$ cat src/design/pss_pkg.sv
`timescale 1ns / 1ps

package pss_pkg;

    localparam int QUEUE_DEPTH_DEF = 2;
    localparam logic [31:0] HALF_SEC_NS = 32'd500000000;

    localparam logic [3:0] CMD_SYNC       = 4'h0;
    localparam logic [3:0] CMD_FOLLOW_UP  = 4'h8;
    localparam logic [3:0] CMD_DELAY_RESP = 4'h9;
    localparam logic [3:0] CMD_IGNORE_A   = 4'h3;
    localparam logic [3:0] CMD_IGNORE_B   = 4'hA;
    localparam logic [3:0] CMD_IGNORE_C   = 4'hB;

    typedef enum logic [1:0] {
        JOB_NONE,
        JOB_REQUEST,
        JOB_REPORT,
        JOB_ERROR
    } job_kind_t;

    typedef struct packed {
        logic [3:0]  cmd;
        logic [47:0] local_sec;
        logic [29:0] local_ns;
        logic [47:0] msg_sec;
        logic [29:0] msg_ns;
    } item_t;

    typedef struct packed {
        logic               status;
        logic               send_request;
        logic [47:0]        request_sec;
        logic [29:0]        request_ns;
        logic               report_valid;
        logic signed [63:0] synced_sec;
        logic signed [31:0] synced_ns;
        logic signed [63:0] diff_sec;
        logic signed [31:0] diff_ns;
    } result_t;

    // t1..t4 and local time snapshot handed from front to back
    typedef struct packed {
        job_kind_t   kind;
        logic [47:0] t1_sec;
        logic [29:0] t1_ns;
        logic [47:0] t2_sec;
        logic [29:0] t2_ns;
        logic [47:0] t3_sec;
        logic [29:0] t3_ns;
        logic [47:0] t4_sec;
        logic [29:0] t4_ns;
        logic [47:0] loc_sec;
        logic [29:0] loc_ns;
    } job_t;

    function automatic logic [63:0] ext_sec(input logic [47:0] s);
        return {16'b0, s};
    endfunction

    function automatic logic [31:0] ext_ns(input logic [29:0] n);
        return {2'b0, n};
    endfunction

    // signed halving, truncating toward zero; odd seconds add half a second
    function automatic logic [31:0] half_ns(input logic [31:0] n, input logic odd);
        logic [31:0] v;
        logic [31:0] h;
        v = n + {31'b0, n[31]};
        h = {v[31], v[31:1]};
        return odd ? h + HALF_SEC_NS : h;
    endfunction

    function automatic logic [63:0] half_sec(input logic [63:0] s);
        return {s[63], s[63:1]};
    endfunction

endpackage

$ cat src/design/pss_front.sv
`timescale 1ns / 1ps

module pss_front (
    input  logic          clk,
    input  logic          rst_n,
    input  pss_pkg::item_t item,
    input  logic          push,
    output logic          full,
    input  logic          q_full,
    output logic          job_push,
    output pss_pkg::job_t job
);
    import pss_pkg::*;

    logic [47:0] t1_sec_reg, t1_sec_next;
    logic [29:0] t1_ns_reg, t1_ns_next;
    logic [47:0] t2_sec_reg, t2_sec_next;
    logic [29:0] t2_ns_reg, t2_ns_next;
    logic [47:0] t3_sec_reg, t3_sec_next;
    logic [29:0] t3_ns_reg, t3_ns_next;
    logic        accept;
    job_kind_t   kind;

    assign full     = q_full;
    assign accept   = push && !q_full;
    assign job_push = accept;

    always_comb
    begin
        t1_sec_next = t1_sec_reg;
        t1_ns_next  = t1_ns_reg;
        t2_sec_next = t2_sec_reg;
        t2_ns_next  = t2_ns_reg;
        t3_sec_next = t3_sec_reg;
        t3_ns_next  = t3_ns_reg;
        kind        = JOB_NONE;
        unique case (item.cmd) inside
            CMD_SYNC:
            begin
                t2_sec_next = item.local_sec;
                t2_ns_next  = item.local_ns;
            end
            CMD_FOLLOW_UP:
            begin
                kind        = JOB_REQUEST;
                t1_sec_next = item.msg_sec;
                t1_ns_next  = item.msg_ns;
                t3_sec_next = item.local_sec;
                t3_ns_next  = item.local_ns;
            end
            CMD_DELAY_RESP:
            begin
                kind = JOB_REPORT;
            end
            CMD_IGNORE_A, CMD_IGNORE_B, CMD_IGNORE_C:
            begin
                kind = JOB_NONE;
            end
            default:
            begin
                kind = JOB_ERROR;
            end
        endcase
    end

    // job carries the timestamps as they stand after this message
    always_comb
    begin
        job.kind    = kind;
        job.t1_sec  = t1_sec_next;
        job.t1_ns   = t1_ns_next;
        job.t2_sec  = t2_sec_next;
        job.t2_ns   = t2_ns_next;
        job.t3_sec  = t3_sec_next;
        job.t3_ns   = t3_ns_next;
        job.t4_sec  = item.msg_sec;
        job.t4_ns   = item.msg_ns;
        job.loc_sec = item.local_sec;
        job.loc_ns  = item.local_ns;
    end

    always_ff @(posedge clk or negedge rst_n)
    begin
        if (!rst_n)
        begin
            t1_sec_reg <= '0;
            t1_ns_reg  <= '0;
            t2_sec_reg <= '0;
            t2_ns_reg  <= '0;
            t3_sec_reg <= '0;
            t3_ns_reg  <= '0;
        end
        else if (accept)
        begin
            t1_sec_reg <= t1_sec_next;
            t1_ns_reg  <= t1_ns_next;
            t2_sec_reg <= t2_sec_next;
            t2_ns_reg  <= t2_ns_next;
            t3_sec_reg <= t3_sec_next;
            t3_ns_reg  <= t3_ns_next;
        end
    end

endmodule

$ cat src/design/pss_queue.sv
`timescale 1ns / 1ps

module pss_queue #(
    parameter int DEPTH = pss_pkg::QUEUE_DEPTH_DEF
) (
    input  logic          clk,
    input  logic          rst_n,
    input  logic          wr_en,
    input  pss_pkg::job_t wr_data,
    output logic          q_full,
    input  logic          rd_en,
    output pss_pkg::job_t rd_data,
    output logic          q_empty
);
    import pss_pkg::*;

    localparam int AW = (DEPTH > 1) ? $clog2(DEPTH) : 1;
    localparam int CW = $clog2(DEPTH + 1);

    job_t          mem [DEPTH];
    logic [AW-1:0] wr_ptr_reg, wr_ptr_next;
    logic [AW-1:0] rd_ptr_reg, rd_ptr_next;
    logic [CW-1:0] count_reg, count_next;
    logic          do_wr, do_rd;

    assign q_full  = (count_reg == CW'(DEPTH));
    assign q_empty = (count_reg == '0);
    assign do_wr   = wr_en && !q_full;
    assign do_rd   = rd_en && !q_empty;
    assign rd_data = mem[rd_ptr_reg];

    always_comb
    begin
        wr_ptr_next = wr_ptr_reg;
        rd_ptr_next = rd_ptr_reg;
        count_next  = count_reg;
        if (do_wr)
            wr_ptr_next = (wr_ptr_reg == AW'(DEPTH - 1)) ? '0 : wr_ptr_reg + 1'b1;
        if (do_rd)
            rd_ptr_next = (rd_ptr_reg == AW'(DEPTH - 1)) ? '0 : rd_ptr_reg + 1'b1;
        if (do_wr && !do_rd)
            count_next = count_reg + 1'b1;
        else if (do_rd && !do_wr)
            count_next = count_reg - 1'b1;
    end

    always_ff @(posedge clk or negedge rst_n)
    begin
        if (!rst_n)
        begin
            wr_ptr_reg <= '0;
            rd_ptr_reg <= '0;
            count_reg  <= '0;
        end
        else
        begin
            wr_ptr_reg <= wr_ptr_next;
            rd_ptr_reg <= rd_ptr_next;
            count_reg  <= count_next;
        end
    end

    always_ff @(posedge clk)
    begin
        if (do_wr)
            mem[wr_ptr_reg] <= wr_data;
    end

endmodule

$ cat src/design/pss_back.sv
`timescale 1ns / 1ps

module pss_back (
    input  logic            clk,
    input  logic            rst_n,
    input  pss_pkg::job_t   job,
    input  logic            job_valid,
    output logic            job_take,
    output pss_pkg::result_t result,
    output logic            empty,
    input  logic            pop
);
    import pss_pkg::*;

    // stage valids: 1 differences, 2 sum/difference, 3 halves, 4 prop, 5 result
    logic [5:1] v_reg, v_next;
    logic [5:1] acc;
    logic [5:1] mov;

    job_kind_t   k1_reg, k2_reg, k3_reg, k4_reg;
    logic [47:0] t3s1_reg, t3s2_reg, t3s3_reg, t3s4_reg;
    logic [29:0] t3n1_reg, t3n2_reg, t3n3_reg, t3n4_reg;
    logic [63:0] tls1_reg, tls2_reg, tls3_reg, tls4_reg;
    logic [31:0] tln1_reg, tln2_reg, tln3_reg, tln4_reg;
    logic [63:0] as1_reg, bs1_reg;
    logic [31:0] an1_reg, bn1_reg;
    logic [63:0] ps2_reg, ms2_reg;
    logic [31:0] pn2_reg, mn2_reg;
    logic [63:0] ds3_reg, os3_reg;
    logic [31:0] dn3_reg, on3_reg;
    logic [63:0] prs4_reg;
    logic [31:0] prn4_reg;
    result_t     res_reg, res_next;

    assign empty  = !v_reg[5];
    assign result = res_reg;

    always_comb
    begin
        acc[5] = !v_reg[5] || pop;
        for (int i = 4; i >= 1; i--)
            acc[i] = !v_reg[i] || (v_reg[i] && acc[i+1]);
        for (int i = 1; i <= 4; i++)
            mov[i] = v_reg[i] && acc[i+1];
        mov[5] = v_reg[5] && pop;
        v_next[1] = job_valid || (v_reg[1] && !mov[1]);
        for (int i = 2; i <= 5; i++)
            v_next[i] = mov[i-1] || (v_reg[i] && !mov[i]);
    end

    assign job_take = job_valid && acc[1];

    always_ff @(posedge clk or negedge rst_n)
    begin
        if (!rst_n)
            v_reg <= '0;
        else
            v_reg <= v_next & {4'b1111, acc[1] ? 1'b1 : v_reg[1]};
    end

    always_comb
    begin
        res_next = '0;
        case (k4_reg)
            JOB_REQUEST:
            begin
                res_next.send_request = 1'b1;
                res_next.request_sec  = t3s4_reg;
                res_next.request_ns   = t3n4_reg;
            end
            JOB_REPORT:
            begin
                res_next.report_valid = 1'b1;
                res_next.synced_sec   = ext_sec(t3s4_reg) + prs4_reg;
                res_next.synced_ns    = ext_ns(t3n4_reg) + prn4_reg;
                res_next.diff_sec     = tls4_reg + prs4_reg;
                res_next.diff_ns      = tln4_reg + prn4_reg;
            end
            JOB_ERROR:
                res_next.status = 1'b1;
            default:
                res_next = '0;
        endcase
    end

    always_ff @(posedge clk)
    begin
        if (job_take)
        begin
            k1_reg   <= job.kind;
            t3s1_reg <= job.t3_sec;
            t3n1_reg <= job.t3_ns;
            as1_reg  <= ext_sec(job.t2_sec) - ext_sec(job.t1_sec);
            an1_reg  <= ext_ns(job.t2_ns) - ext_ns(job.t1_ns);
            bs1_reg  <= ext_sec(job.t4_sec) - ext_sec(job.t3_sec);
            bn1_reg  <= ext_ns(job.t4_ns) - ext_ns(job.t3_ns);
            tls1_reg <= ext_sec(job.t3_sec) - ext_sec(job.loc_sec);
            tln1_reg <= ext_ns(job.t3_ns) - ext_ns(job.loc_ns);
        end
        if (mov[1])
        begin
            k2_reg   <= k1_reg;
            t3s2_reg <= t3s1_reg;
            t3n2_reg <= t3n1_reg;
            tls2_reg <= tls1_reg;
            tln2_reg <= tln1_reg;
            ps2_reg  <= as1_reg + bs1_reg;
            pn2_reg  <= an1_reg + bn1_reg;
            ms2_reg  <= as1_reg - bs1_reg;
            mn2_reg  <= an1_reg - bn1_reg;
        end
        if (mov[2])
        begin
            k3_reg   <= k2_reg;
            t3s3_reg <= t3s2_reg;
            t3n3_reg <= t3n2_reg;
            tls3_reg <= tls2_reg;
            tln3_reg <= tln2_reg;
            ds3_reg  <= half_sec(ps2_reg);
            dn3_reg  <= half_ns(pn2_reg, ps2_reg[0]);
            os3_reg  <= half_sec(ms2_reg);
            on3_reg  <= half_ns(mn2_reg, ms2_reg[0]);
        end
        if (mov[3])
        begin
            k4_reg   <= k3_reg;
            t3s4_reg <= t3s3_reg;
            t3n4_reg <= t3n3_reg;
            tls4_reg <= tls3_reg;
            tln4_reg <= tln3_reg;
            prs4_reg <= ds3_reg - os3_reg;
            prn4_reg <= dn3_reg - on3_reg;
        end
        if (mov[4])
            res_reg <= res_next;
    end

endmodule

$ cat src/design/ptp_slave_sync_timestamp_engine.sv
`timescale 1ns / 1ps

// PTP slave timestamp engine.
// Input channel (item, push/full): one received message per beat - type
// nibble, local clock reading and the message timestamp. Sync latches t2,
// Follow_Up latches t1 and t3 and asks for a Delay_Req stamped t3,
// Delay_Resp takes t4 and reports synced time and its difference to local.
// Result channel (result, empty/pop): exactly one result beat per item,
// in order; the head result is shown while empty is low.
// Front end classifies each message and updates t1..t3 in the cycle of
// acceptance, then hands a job to a small queue (QUEUE_DEPTH entries).
// Back end is a five-stage pipeline: differences, sum/difference,
// halving, propagation term, result register.
// Throughput: one item per cycle while full stays low.
// Reset clears t1..t3 to zero, and empties queue and pipeline.
// If pop is held low the pipeline fills, then the queue, then full rises;
// nothing is dropped.
module ptp_slave_sync_timestamp_engine #(
    parameter int QUEUE_DEPTH = pss_pkg::QUEUE_DEPTH_DEF
) (
    input  logic             clk,
    input  logic             rst_n,
    input  pss_pkg::item_t   item,
    input  logic             push,
    output logic             full,
    output pss_pkg::result_t result,
    output logic             empty,
    input  logic             pop
);
    import pss_pkg::*;

    job_t job_in;
    job_t job_out;
    logic job_push;
    logic q_full;
    logic q_empty;
    logic job_take;

    pss_front u_front (
        .clk      (clk),
        .rst_n    (rst_n),
        .item     (item),
        .push     (push),
        .full     (full),
        .q_full   (q_full),
        .job_push (job_push),
        .job      (job_in)
    );

    // decouples classification from the arithmetic pipeline
    pss_queue #(
        .DEPTH (QUEUE_DEPTH)
    ) u_queue (
        .clk     (clk),
        .rst_n   (rst_n),
        .wr_en   (job_push),
        .wr_data (job_in),
        .q_full  (q_full),
        .rd_en   (job_take),
        .rd_data (job_out),
        .q_empty (q_empty)
    );

    pss_back u_back (
        .clk       (clk),
        .rst_n     (rst_n),
        .job       (job_out),
        .job_valid (!q_empty),
        .job_take  (job_take),
        .result    (result),
        .empty     (empty),
        .pop       (pop)
    );

endmodule
$ cat config.mk
export PLATFORM = sky130hd
export DESIGN_NAME = ptp_slave_sync_timestamp_engine
export DESIGN_NICKNAME = d
export VERILOG_FILES = /design/src/design/pss_pkg.sv /design/src/design/pss_front.sv /design/src/design/pss_queue.sv /design/src/design/pss_back.sv /design/src/design/ptp_slave_sync_timestamp_engine.sv
export SDC_FILE = /design/constraint.sdc
export NUM_CORES = 2
export LEC_CHECK = 0
export BUFFER_PORTS_ARGS = -buffer_cell sky130_fd_sc_hd__buf_4
export CORE_MARGIN = 2
export CORE_UTILIZATION = 40
export CTS_BUF_LIST = sky130_fd_sc_hd__clkbuf_2 sky130_fd_sc_hd__clkbuf_4 sky130_fd_sc_hd__clkbuf_8
export CTS_CLUSTER_SIZE = 16
export DETAILED_ROUTE_END_ITERATION = 6
export PLACE_DENSITY = 0.56
export RECOVER_POWER = 25
export SETUP_SLACK_MARGIN = 0.05
export SKIP_CTS_REPAIR_TIMING = 1
export SLEW_MARGIN = 40
export SYNTH_ARGS = -nofsm -noshare
export SYNTH_HDL_FRONTEND = slang
export SYNTH_SLANG_ARGS = --single-unit
$ cat constraint.sdc
create_clock -name clk -period 27.9 [get_ports clk]
set_input_delay 4.185 -clock clk [delete_from_list [all_inputs] [get_ports clk]]
set_output_delay 4.185 -clock clk [all_outputs]
set_load 0.02 [all_outputs]
Word-level counts from Yosys, hierarchy flattened. Memories as Yosys holds them, arrays and structs flattened. Cells that the tools add are included.

Bits of input ports: 164. RAM bits: 784. Output and inout bits: 275. Memories: 1. Logic and storage cells: 151. Bits in registers: 1890.

Memory list: u_queue.mem (depth 2, bits a word 392, read ports 1, clocked after Yosys merged registers in 0, wr ports 1, RTL line pss_queue.sv:20) `job_t mem [DEPTH];`.

Equal/unequal tests: 9. Bitwise logic cells: 1. Muxes and demuxes: 19. Reduce and logical (&&, ||, !) cells: 44. $add $sub $neg: 24.

Operator list (count): $mux 193 (1); $sub 48x48->49 (3); $mux 48 (3); $add 64x64->64 (2); $sub 30x30->31 (3); $mux 30 (3); $mux 79 (1); $add 31x30->32 const B (2); $add 32x1->32 (2); $add 32x32->32 (2); $add 48x64->64 (1); $mux 32 (2); $sub 32x32->32 (2); $sub 63x63->64 (1); $sub 64x64->64 (1); $add 30x32->32 (1); $eq 4x4->1 const B (4); $logic_and 1x1->1 (16); $logic_not 1->1 (14); $logic_or 1x1->1 (10); $eq 2x2->1 const B (3); $mux 1 (6); $pmux 2 s3 (1); $and 5x5->5 (1); 10 further kinds (12).

Logic depth before layout (Yosys ltp).
Word-level depth: 15. Depth in mapped cells: 18. Depth with buffers taken out: 15.

By module. From an unflattened synthesis, not the netlist that was laid out.

Cell total of the unflattened synthesis: 9658. Area total of the unflattened synthesis: 128474.5 sq um.

Modules (own cells, without submodules): pss_back (sequential area each 46639.7 sq um, area an instance 85717.2 sq um, times used 1, cells an instance 7497); pss_queue (sequential area each 23642.7 sq um, area an instance 30083.9 sq um, times used 1, cells an instance 1239); pss_front (sequential area each 5855.6 sq um, area an instance 12669.7 sq um, times used 1, cells an instance 921); ptp_slave_sync_timestamp_engine (sequential area each 0.0 sq um, area an instance 3.8 sq um, times used 1, cells an instance 1).

Least setup slack after synthesis. No wires, ideal clock.

Path type: input port to flip-flop. Start point: input port pop. End point: register u_back.k4_reg[0], enable pin. Setup slack: 3.932 ns. Arrival: 22.704 ns. Data required time: 26.636 ns. Setup time: 1.264 ns. Stages: 2. Path buffers: 0. Path through: nor2_1 > a21boi_0.

Longest elaborated chain between the ends: 4.

Ends and longest elaborated chain: from (decl) (RTL line ptp_slave_sync_timestamp_engine.sv:28) `input logic pop`; $logic_or 1x1->1 (RTL line pss_back.sv:40) `acc[5] = !v_reg[5] || pop;`; $logic_and 1x1->1 (RTL line pss_back.sv:42) `acc[i] = !v_reg[i] || (v_reg[i] && acc[i+1]);`; $logic_or 1x1->1 (RTL line pss_back.sv:42); $logic_and 1x1->1 (RTL line pss_back.sv:44) `mov[i] = v_reg[i] && acc[i+1];`; named net u_back.mov, one bit (RTL line pss_back.sv:18) `logic [5:1] mov;`; to (signal assigned) (RTL line pss_back.sv:126) `k4_reg <= k3_reg;`; to (decl) (RTL line pss_back.sv:20) `job_kind_t k1_reg, k2_reg, k3_reg, k4_reg;`.

The timed path passes the listed nets, and every way through them passes these cells. A chain may end at the register's enable or synchronous reset.

Final worst setup path.
Start point: register u_queue.rd_ptr_reg. End point: register u_back.bs1_reg[46], data pin.

Longest elaborated chain between the ends: 2.

Ends and longest elaborated chain: from (decl) (RTL line pss_queue.sv:22) `logic [AW-1:0] rd_ptr_reg, rd_ptr_next;`; from (signal assigned) (RTL line pss_queue.sv:58) `rd_ptr_reg <= rd_ptr_next;`; $mem_v2 2x392; $sub 48x48->49 (RTL line pss_back.sv:95) `bs1_reg <= ext_sec(job.t4_sec) - ext_sec(job.t3_sec);`; to (signal assigned) (RTL line pss_back.sv:95); to (decl) (RTL line pss_back.sv:25) `logic [63:0] as1_reg, bs1_reg;`.

Every way passes these cells.

==> qor.yml <==
worst_setup_path:
  r2r_start: "u_queue.rd_ptr_reg"
  setup.worst_path.end_class: "flip-flop"
  cp-start-kind: "flip-flop"
  criticalPathCategory: "reg2reg"
  critPathLaunch: "u_queue.rd_ptr_reg"
  r2r_end: "u_back.bs1_reg[46]"
  worstPathArrival_ps: 15560
  r2r_slack_ps: 13170
  cp_max_fo: 64
  required_ps: 28730
  reg2regPathDepth: 16
logic_synthesis:
  syn_nets: 10755
  seq_area_frac_synth_pct: 60.9
  yosys.area_share.simple_pct: 9.17
  synth_warnings: 0
  synth.avg_cell_area_um2: 12.6
  synth-main-ff-cell: "edfxtp_1"
  synth_edf_count: 2333
  synthCells: 9910
  ys_ff_latch: 2576
  synth_compound_area_share_pct: 10.3
  synth.top_cell.area_share_pct: 56.0
  synth_top_family_by_area: "compound AO/OA/AOI/OAI gates"
  yosysTopAreaCell: "edfxtp_1"
  yosysUniqueCellTypes: 93
  synthTopCellsByArea: "edfxtp_1 56%, ha_1 6.7%, dfrtp_1 4.9%"
  synth-xor-area-share_pct: 4.74
  netlist_area_um2: 125000
  async_reset_ff_share_pct: 9.43
  synthMuxAreaShare_pct: 5.49
  synth_adder_area_share_pct: 6.91
timing:
  slew_violations: 501
  rsz0062_at_grt: "false"
  worst_slew_pin_slew_ps: 4330
  tns_ps: 0
  setup_viol: 0
  period_needed_ps: 14730
  finalHoldViolCount: 0
  timing.slew.headroom_pct: -189
  min_period_over_period_pct: 52.8
  max_freq_mhz: 67.9
  skew_ps: 115
routing:
  wl_per_cell_um: 21.5
  ant_nets: 0
  routed_wl_mm: 324
  drc: 1
  first_pass_iters: 7
  drtIter0Drc: 4856
  num_vias: 77965
  viasPerCell: 5.17
floorplan:
  die_width_um: 563
  fp-row-count: 205
  fp.dieArea_um2: 317000
  core_um2: 311000
  dieHeight_um: 563
  io_pins: 439
  start_util_pct: 40.1
grt:
  gr-total-overflow: 0
  track_usage_pct: 20.0
  grt_pass1_vias: 79516
  grt_max_degree: 129
  grt_pass1_wl_mm: 484
  antenna_found_initial: 47
clock_network:
  cts.sinks: 2576
  numCtsBuffers: 436
  clk_path_buf_depth: 4
  path_clk_slew_ps: 60
  cts-root-buf: "clkbuf_8"
  tritoncts: "built"
  insertion_delay_ps: 1110
  htree_levels: 5
hold_path:
  hold_depth: 0
  min_to: "u_back.tln2_reg[30]"
  min_from: "u_back.tln1_reg[30]"
  worstHoldPathType: "reg2reg"
finish:
  syn2layout_area_growth_pct: 13.6
  regMostFlops: "u_queue.mem"
  nets: 11399
  layout-drive-gt1-share_pct: 14.0
  largest_reg_flops: 784
  final_area_um2: 142000
placement:
  place_area_um2: 133000
  dpl.hpwl_mm: 241
  io_buffers: 438
  gp_congestion: 0.905
run_status:
  violations: "design-rule violations, max-capacitance violations, max-slew violations"
  status: "finished with violations"
job:
  cap_violations: 12
==> how the worst max path moves through the flow <==
stage                                    end  slack [ps]  cells after the start
after floorplan             u_back.k4_reg[0]        3930                      2
after global placement     u_back.bs1_reg[0]       19350                     10
after detailed placement  u_back.tls1_reg[0]       19790                     10
after CTS                 u_back.os3_reg[12]       21030                      7
after global routing      u_back.bs1_reg[62]       11980                     17
final                     u_back.bs1_reg[46]       13170                     16
==> per-stage QoR <==
stage,worst slack [ps],hold slack (ps),util [%],std cells
floorplan,3930,400,-,9910
global placement,19350,401,42.7,14246
detailed placement,19790,405,42.8,14250
CTS,21030,363,45.8,15051
global route,11980,371,45.6,15069
finish,13170,377,45.6,15075
==> logic make-up (layout without fill, tap and decap cells) <==
family | after synthesis | count (layout)
DFF | 2576 | 2576
and+or+nand+nor | 2508 | 2508
AOI/OAI and AO/OA | 2005 | 2005
buffers and inverters | 826 | 1833
adders and majority gates | 681 | 681
xor gates and xnor gates | 677 | 677
muxes | 637 | 637
other | 0 | 18
==> critical path, cell delays in order, from the launching register on <==
cell and delay [ps]:
dfrtp_1 1760, clkbuf_1 2880, clkbuf_1 3190, clkbuf_1 2780, buf_4 920, mux2i_1 270, ha_1 450, inv_1 120
nor3_1 220, a211oi_1 90, o21ai_0 270, a21o_1 160, nand2_1 40, a21oi_1 290, o2111ai_1 210, o21ai_0 290
xor2_1 320
==> layout make-up <==
cell class | instances | area, um^2
Fill cell | 28427 | 169000
Sequential cell | 2576 | 76100
Multi-Input combinational cell | 6508 | 45800
Clock buffer | 595 | 7440
Tap cell | 4140 | 5180
Timing Repair Buffer | 526 | 3610
Inverter | 506 | 1920
Clock inverter | 206 | 1820
Antenna cell | 18 | 45.0
==> placed cells by master, fill, tap and decap left out, types with 79 or more instances in the layout <==
master    synthesis  routed
clkbuf_4          0     123
ha_1            665     665
o21a_1           87      87
xor2_1          229     229
mux2i_1         246     246
mux2_2          391     390
o21bai_1        115     115
a21oi_1         638     637
nand2_1        1081    1080
a21o_1          315     315
inv_1           501     498
xnor2_1         448     448
edfxtp_1       2333    2333
clkbuf_8          0     475
clkbuf_1        271     169
nand4_1          79      79
buf_4             0     317
nor2_1          539     537
nor3_1          125     125
o21ai_0         360     361
clkinv_1          5     102
dfrtp_1         243     243
nand3_1         142     143
nand2b_1        107     107
==> layer usage <==
layer | part of all wire (%) | GRT usage [%]
met1 | 43 | 25.2
met2 | 49 | 34.5
met3 | 4.0 | 2.82
met4 | 4.0 | 7.98
met5 | 0.034 | 0
==> synth_stat cells (21+ instances only) <==
cell,n
a211oi_1,50
a21boi_0,23
a21o_1,315
a21oi_1,638
a31oi_1,78
and2_1,119
and3_1,76
buf_1,33
clkbuf_1,271
dfrtp_1,243
edfxtp_1,2333
ha_1,665
inv_1,501
mux2_2,391
mux2i_1,246
nand2_1,1081
nand2b_1,107
nand3_1,142
nand4_1,79
nor2_1,539
nor2b_1,78
nor3_1,125
nor4_1,29
o211ai_1,49
o21a_1,87
o21ai_0,360
o21bai_1,115
o31a_1,21
o31ai_1,42
or2_2,22
or3_1,37
xnor2_1,448
xor2_1,229
Power is not shown: default switching activity piles up to over one toggle a cycle in this logic, so the estimate is an artifact.
